`src/design/llja_pkg.sv`:
```
// llja_pkg: shared constants and types for the least-loaded job assigner
// no dependencies
package llja_pkg;
	localparam int LINES = 64;
	localparam int IDX_W = $clog2(LINES);
	localparam int CNT_W = $clog2(LINES + 1);
	localparam int LOAD_W = 32;
	localparam int JOB_W = 16;
	localparam int NL_W = 7;
	localparam int CFG_W = 32;
	localparam logic CFG_NUM_LINES = 1'b0;
	localparam logic CFG_LOAD_LIMIT = 1'b1;
	localparam logic KIND_CLEAR = 1'b0;
	localparam logic KIND_JOB = 1'b1;

	typedef struct packed {
		logic             re;
		logic [IDX_W-1:0] raddr;
		logic             we;
		logic [IDX_W-1:0] waddr;
		logic [LOAD_W-1:0] wdata;
	} mem_req_t;
endpackage

```
`src/design/llja_load_ram.sv`:
```
// llja_load_ram: one-read one-write load memory, registered read
// depends on llja_pkg
module llja_load_ram import llja_pkg::*; (
	input  logic              clk,
	input  mem_req_t          req,
	output logic [LOAD_W-1:0] rdata
);
	logic [LOAD_W-1:0] mem [LINES];

	always_ff @(posedge clk) begin
		if (req.we) begin
			mem[req.waddr] <= req.wdata;
		end
		if (req.re) begin
			rdata <= mem[req.raddr];
		end
	end
endmodule

```
`src/design/least_loaded_job_assigner_core.sv`:
```
// least_loaded_job_assigner_core: top level, scan sequencer and config
// depends on llja_pkg and llja_load_ram
//
// Each job streams the active line loads out of a one-port-read memory, one per
// cycle, keeping the smallest (lowest index on ties), then writes the chosen line
// back with the saturated sum. A clear sweeps the memory, one line a cycle; after
// reset the same sweep runs once with busy high. Results show for one cycle on done
// and cannot be held off.
module least_loaded_job_assigner_core import llja_pkg::*; (
	input  logic              clk,
	input  logic              arst_n,
	input  logic              start,
	output logic              busy,
	input  logic              kind,
	input  logic [JOB_W-1:0]  job_time,
	input  logic              last_job,
	input  logic              cfg_we,
	input  logic              cfg_index,
	input  logic [CFG_W-1:0]  cfg_data,
	output logic              done,
	output logic [IDX_W-1:0]  chosen_line,
	output logic [LOAD_W-1:0] new_load,
	output logic [LOAD_W-1:0] max_load,
	output logic              within_limit,
	output logic              run_done
);
	localparam logic [1:0] ST_IDLE = 2'd0;
	localparam logic [1:0] ST_CLR  = 2'd1;
	localparam logic [1:0] ST_SCAN = 2'd2;
	localparam logic [1:0] ST_WB   = 2'd3;

	logic [1:0]        state_q;
	logic [NL_W-1:0]   num_lines_q;
	logic [LOAD_W-1:0] limit_q;
	logic [LOAD_W-1:0] peak_q;
	logic [IDX_W-1:0]  raddr_q;   // next line to read
	logic [CNT_W-1:0]  left_q;    // reads still to issue
	logic              vld_s1;    // read data valid this cycle
	logic [IDX_W-1:0]  idx_s1;    // line of the read data
	logic [IDX_W-1:0]  best_q;
	logic [LOAD_W-1:0] best_load_q;
	logic [JOB_W-1:0]  job_q;
	logic              last_q;
	logic              final_s1;  // read data is the last of the scan
	logic [CNT_W-1:0]  n_act;
	logic [LOAD_W-1:0] rdata;
	logic [LOAD_W:0]   sum;
	logic [LOAD_W-1:0] sat;
	logic [LOAD_W-1:0] peak_nx;
	mem_req_t          req;

	// clamp num_lines into 1..LINES
	always_comb begin
		if (num_lines_q == '0) begin
			n_act = CNT_W'(1);
		end else if ({{(32-NL_W){1'b0}}, num_lines_q} > 32'(LINES)) begin
			n_act = CNT_W'(LINES);
		end else begin
			n_act = CNT_W'(num_lines_q);
		end
	end

	// saturating add for the writeback
	assign sum = {1'b0, best_load_q} + {{(LOAD_W+1-JOB_W){1'b0}}, job_q};
	assign sat = sum[LOAD_W] ? {LOAD_W{1'b1}} : sum[LOAD_W-1:0];
	assign peak_nx = (sat > peak_q) ? sat : peak_q;

	always_comb begin
		req = '0;
		req.re = (state_q == ST_SCAN) && (left_q != '0);
		req.raddr = raddr_q;
		if (state_q == ST_CLR) begin
			req.we = 1'b1;
			req.waddr = raddr_q;
			req.wdata = '0;
		end else if (state_q == ST_WB) begin
			req.we = 1'b1;
			req.waddr = best_q;
			req.wdata = sat;
		end
	end

	llja_load_ram u_ram (
		.clk   (clk),
		.req   (req),
		.rdata (rdata)
	);

	assign busy = (state_q != ST_IDLE);

	always_ff @(posedge clk or negedge arst_n) begin
		if (!arst_n) begin
			state_q <= ST_CLR;
			num_lines_q <= NL_W'(1);
			limit_q <= '1;
			peak_q <= '0;
			raddr_q <= '0;
			left_q <= '0;
			vld_s1 <= 1'b0;
			final_s1 <= 1'b0;
			done <= 1'b0;
		end else begin
			done <= 1'b0;
			vld_s1 <= req.re;
			final_s1 <= req.re && (left_q == CNT_W'(1));
			if (cfg_we) begin
				case (cfg_index)
					CFG_NUM_LINES:  num_lines_q <= cfg_data[NL_W-1:0];
					CFG_LOAD_LIMIT: limit_q <= cfg_data[LOAD_W-1:0];
					default: ;
				endcase
			end
			case (state_q)
				ST_IDLE: begin
					if (start) begin
						raddr_q <= '0;
						if (kind == KIND_CLEAR) begin
							state_q <= ST_CLR;
							peak_q <= '0;
							done <= 1'b1;
						end else begin
							state_q <= ST_SCAN;
							left_q <= n_act;
						end
					end
				end
				ST_CLR: begin
					raddr_q <= raddr_q + 1'b1;
					if (raddr_q == IDX_W'(LINES - 1)) begin
						state_q <= ST_IDLE;
					end
				end
				ST_SCAN: begin
					if (req.re) begin
						raddr_q <= raddr_q + 1'b1;
						left_q <= left_q - 1'b1;
					end
					if (final_s1) begin
						state_q <= ST_WB;
					end
				end
				ST_WB: begin
					state_q <= ST_IDLE;
					peak_q <= peak_nx;
					done <= 1'b1;
				end
				default: state_q <= ST_IDLE;
			endcase
		end
	end

	// payload: running minimum and the result fields
	always_ff @(posedge clk) begin
		if (state_q == ST_IDLE && start) begin
			job_q <= job_time;
			last_q <= last_job;
			if (kind == KIND_CLEAR) begin
				chosen_line <= '0;
				new_load <= '0;
				max_load <= '0;
				within_limit <= 1'b1;
				run_done <= last_job;
			end
		end
		idx_s1 <= raddr_q;
		if (vld_s1 && (idx_s1 == '0 || rdata < best_load_q)) begin
			best_q <= idx_s1;
			best_load_q <= rdata;
		end
		if (state_q == ST_WB) begin
			chosen_line <= best_q;
			new_load <= sat;
			max_load <= peak_nx;
			within_limit <= (peak_nx <= limit_q);
			run_done <= last_q;
		end
	end

	// a result strobe only comes out of writeback or a clear start
	assert property (@(posedge clk) disable iff (!arst_n)
		done |-> ($past(state_q) == ST_WB) || ($past(state_q) == ST_IDLE && $past(start)))
		else $error("done without a transfer source");
	// peak never falls except on a clear
	assert property (@(posedge clk) disable iff (!arst_n)
		(state_q == ST_WB) |=> (peak_q >= $past(peak_q)))
		else $error("peak decreased on a job");
	// the reported load never exceeds the reported peak
	assert property (@(posedge clk) disable iff (!arst_n)
		done |-> (new_load <= max_load))
		else $error("new_load above max_load");
endmodule
```
`config.mk`:
```
export PLATFORM = sky130hd
export DESIGN_NAME = least_loaded_job_assigner_core
export DESIGN_NICKNAME = d
export VERILOG_FILES = /design/src/design/llja_pkg.sv /design/src/design/llja_load_ram.sv /design/src/design/least_loaded_job_assigner_core.sv
export SDC_FILE = /design/constraint.sdc
export NUM_CORES = 2
export LEC_CHECK = 0
export ABC_AREA = 0
export BUFFER_PORTS_ARGS = -buffer_cell sky130_fd_sc_hd__buf_2
export CORE_MARGIN = 5
export CORE_UTILIZATION = 55
export CTS_BUF_LIST = sky130_fd_sc_hd__clkbuf_8
export DETAILED_ROUTE_END_ITERATION = 8
export PLACE_DENSITY = 0.76
export SYNTH_ARGS = -nofsm -noshare
export SYNTH_HDL_FRONTEND = slang
export SYNTH_SLANG_ARGS = --single-unit
```
`constraint.sdc`:
```
create_clock -name clk -period 10.5 [get_ports clk]
set_input_delay 3.15 -clock clk [delete_from_list [all_inputs] [get_ports clk]]
set_output_delay 3.15 -clock clk [all_outputs]
set_load 0.005 [all_outputs]
```
==> results.toml <==
[status]
outcome = "finished clean"

[clock_network]
cts_buffers = 364
clock_sinks = 2302
cts_resized = 0
ctsHoldBuffers = 0
clk_path_buf_depth = 4
clk_latency_ns = 1.05
path_clk_slew_ns = 0.06
cts-root-buf = "clkbuf_8"
cts_tree = "built"
post-cts-setup-buffers = 0
h-tree-depth = 5

[timing]
finalHoldViolations = 0
fin_worst_skew_ns = 0.0666
tns_ns = 0
worst_pin_slew_ns = 1.38
final.period_utilization_pct = 75.4
rsz0062_at_grt = "false"
finalCriticalPeriod_ns = 7.91
final_max_slew_viol_count = 0
timing.fmax_mhz = 126
relSlewSlack_pct = 8.18
final-setup-viol-count = 0

[final_layout]
drive_above_1_share_pct = 31.7
fill_cells = 11100
area.growth.synth_to_final_pct = 11.7
multi_input_area_mm2 = 0.0221
final_nets = 4850
final_cells = 7122
regArea_mm2 = 0.0687
mostFrequentLayoutCell = "edfxtp_1"
mostFrequentLayoutCells = "edfxtp_1, mux4_2, clkbuf_8"

[worst_setup_path]
cp_common_cell = "ha_1"
setup.worst_path.class = "reg2reg"
critPathLaunchType = "flop"
cpPeakStageDelay_ns = 0.71
crit_slowest_cell = "mux2i_1"
endpoint_kind = "flop"
arrival_ns = 8.68
required_ns = 11.26
critPathMaxFanout = 28

[detailed_routing]
drt_iter0_markers = 5825
drtPass1Iterations = 5
vias_per_cell = 6.38
final_antenna_net_count = 0
route.vias.total = 45500
drc = 0
routed_wl_um = 213000
wl_per_cell_um = 29.9

[flow_run]
cap_violations = 0

[synthesis]
ys_seq_area_share_pct = 75.1
async_flop_share_pct = 3.87
syn_area_mm2 = 0.0914
synthesis.nets = 4420
ys.flop_type = "edfxtp_1"
syn_area_per_cell_um2 = 21.5
yosysWarningCount = 0
synth_cell_types = 70
synth-seq-cells = 2302
synthCells = 4245
synth_edf_count = 2207

[power_and_ir_drop]
p_leak_nw = 33.6
irDropWorstVdd_mv = 0.190
powerDensity_mw_per_mm2 = 272

[min_path]
hold_path_class = "reg2reg"

[die]
std_cell_rows = 149
coreArea_mm2 = 0.165
ioPinCount = 129
die_area_mm2 = 0.174
fp.dieH_um = 418
die_w_um = 418
initial_core_util_pct = 55.3

[placed_design]
port_buffers = 128
place_hpwl_um = 124000
globalplace.congestion = 0.899
dpl.cell_count = 6497

[global_routing]
grt_pass1_wl_um = 313000
grt_max_degree = 127
antenna_found_initial = 19
grt_overflow = 0
grt_pass1_vias = 46300
gr-usage-all-layers_pct = 24.6
## per-stage QoR
| step | hold WS [ns] | area [um^2] | util, % | worst slack [ns] | power [W] |
|---|---|---|---|---|---|
| after floorplan | 0.345 | 91400 | - | 1.59 | 0.0181 |
| after global placement | 0.403 | 95700 | 58.0 | 2.91 | 0.0209 |
| after detailed placement | 0.407 | 95700 | 58.0 | 2.65 | 0.0211 |
| after CTS | 0.421 | 102000 | 61.8 | 2.60 | 0.0279 |
| after global routing | 0.430 | 102000 | 61.8 | 2.07 | 0.0291 |
| final | 0.422 | 102000 | 61.8 | 2.59 | 0.0278 |
## flip-flops by register name (all words and copies together) (netlist names), 2 cells and up
name	count
u_ram.mem	2048
best_load_q	32
limit_q	32
max_load	32
new_load	32
peak_q	32
u_ram.rdata	32
job_q	16
left_q	7
num_lines_q	7
best_q	6
chosen_line	6
idx_s1	6
raddr_q	6
state_q	2
## Yosys cell counts, drive strengths merged (13+ instances only)
library cell | count | area [um^2]
buf | 91 | 475
nand4 | 23 | 144
a21o | 29 | 218
a211oi | 13 | 97.6
a21oi | 74 | 370
dfstp | 34 | 893
dfrtp | 55 | 1380
nor2 | 168 | 631
mux2 | 48 | 541
a22o | 27 | 236
ha | 119 | 1490
nand3 | 42 | 210
nor2b | 14 | 87.6
and2 | 14 | 87.6
inv | 150 | 563
clkbuf | 104 | 390
edfxtp | 2207 | 66300
o21ai | 70 | 354
nand2 | 116 | 435
nor3 | 22 | 110
mux4 | 672 | 15100
## critical path, delay by kind of cell (launching register included)
kind,cells,cell delay [ns]
and+or+nand+nor,10,3.03
AOI/OAI and AO/OA,8,1.66
adders and majority gates,4,1.33
muxes,1,0.71
buffers and inverters,2,0.49
DFF,1,0.40
## where the power goes
group / internal [W] / switching [W] / total, W / leakage [nW]
Sequential: 0.0120 / 0.000405 / 0.0124 / 21.5
Clock: 0.00349 / 0.00334 / 0.00682 / 3.71
Combinational: 0.00335 / 0.00521 / 0.00855 / 8.32
Total: 0.0188 / 0.00895 / 0.0278 / 33.6
## routing by layer
metal	GRT usage, %	vias up	routed length (um)	share of wire, %
li1	-	18600	-	-
met4	7.25	2	5430	2.5
met2	39.2	2618	104000	49
met3	5.19	353	21000	9.8
met5	0	-	13	0.0061
met1	35.2	23900	83200	39
## worst paths after layout
check	from	end	slack, ns	cells past startpoint
max in group asynchronous	arst_n	raddr_q[2]$_DFFE_PN0P_	7.13	2
worst min register to register	idx_s1[5]$_DFF_P_	best_q[5]$_DFFE_PP_	0.42	0
min in group asynchronous	arst_n	left_q[2]$_DFFE_PN0P_	1.97	1
worst min-delay path	idx_s1[5]$_DFF_P_	best_q[5]$_DFFE_PP_	0.42	0
worst max register to register	best_load_q[0]$_DFFE_PP_	within_limit$_SDFFCE_PN1P_	2.59	25
worst max-delay path	best_load_q[0]$_DFFE_PP_	within_limit$_SDFFCE_PN1P_	2.59	25
## area by class of cell
type / instances / area share, %
tap: 2189 / 2.68
sequential: 2302 / 67.2
multi-input combinational: 1598 / 21.6
antenna: 3 / 0.00735
clock buffer: 382 / 5.15
inverter: 150 / 0.551
clock inverter: 239 / 1.10
timing repair buffer: 259 / 1.65
## kinds of logic after synthesis
logic type,Yosys count,share of synthesized area [%]
buf+inv,345,1.56
simple gates,456,2.30
fa+ha+maj,120,1.65
flops,2302,75.1
xor+xnor,8,0.0766
compound gates,283,2.03
mux,731,17.3
(Power assumes the default switching activity.)
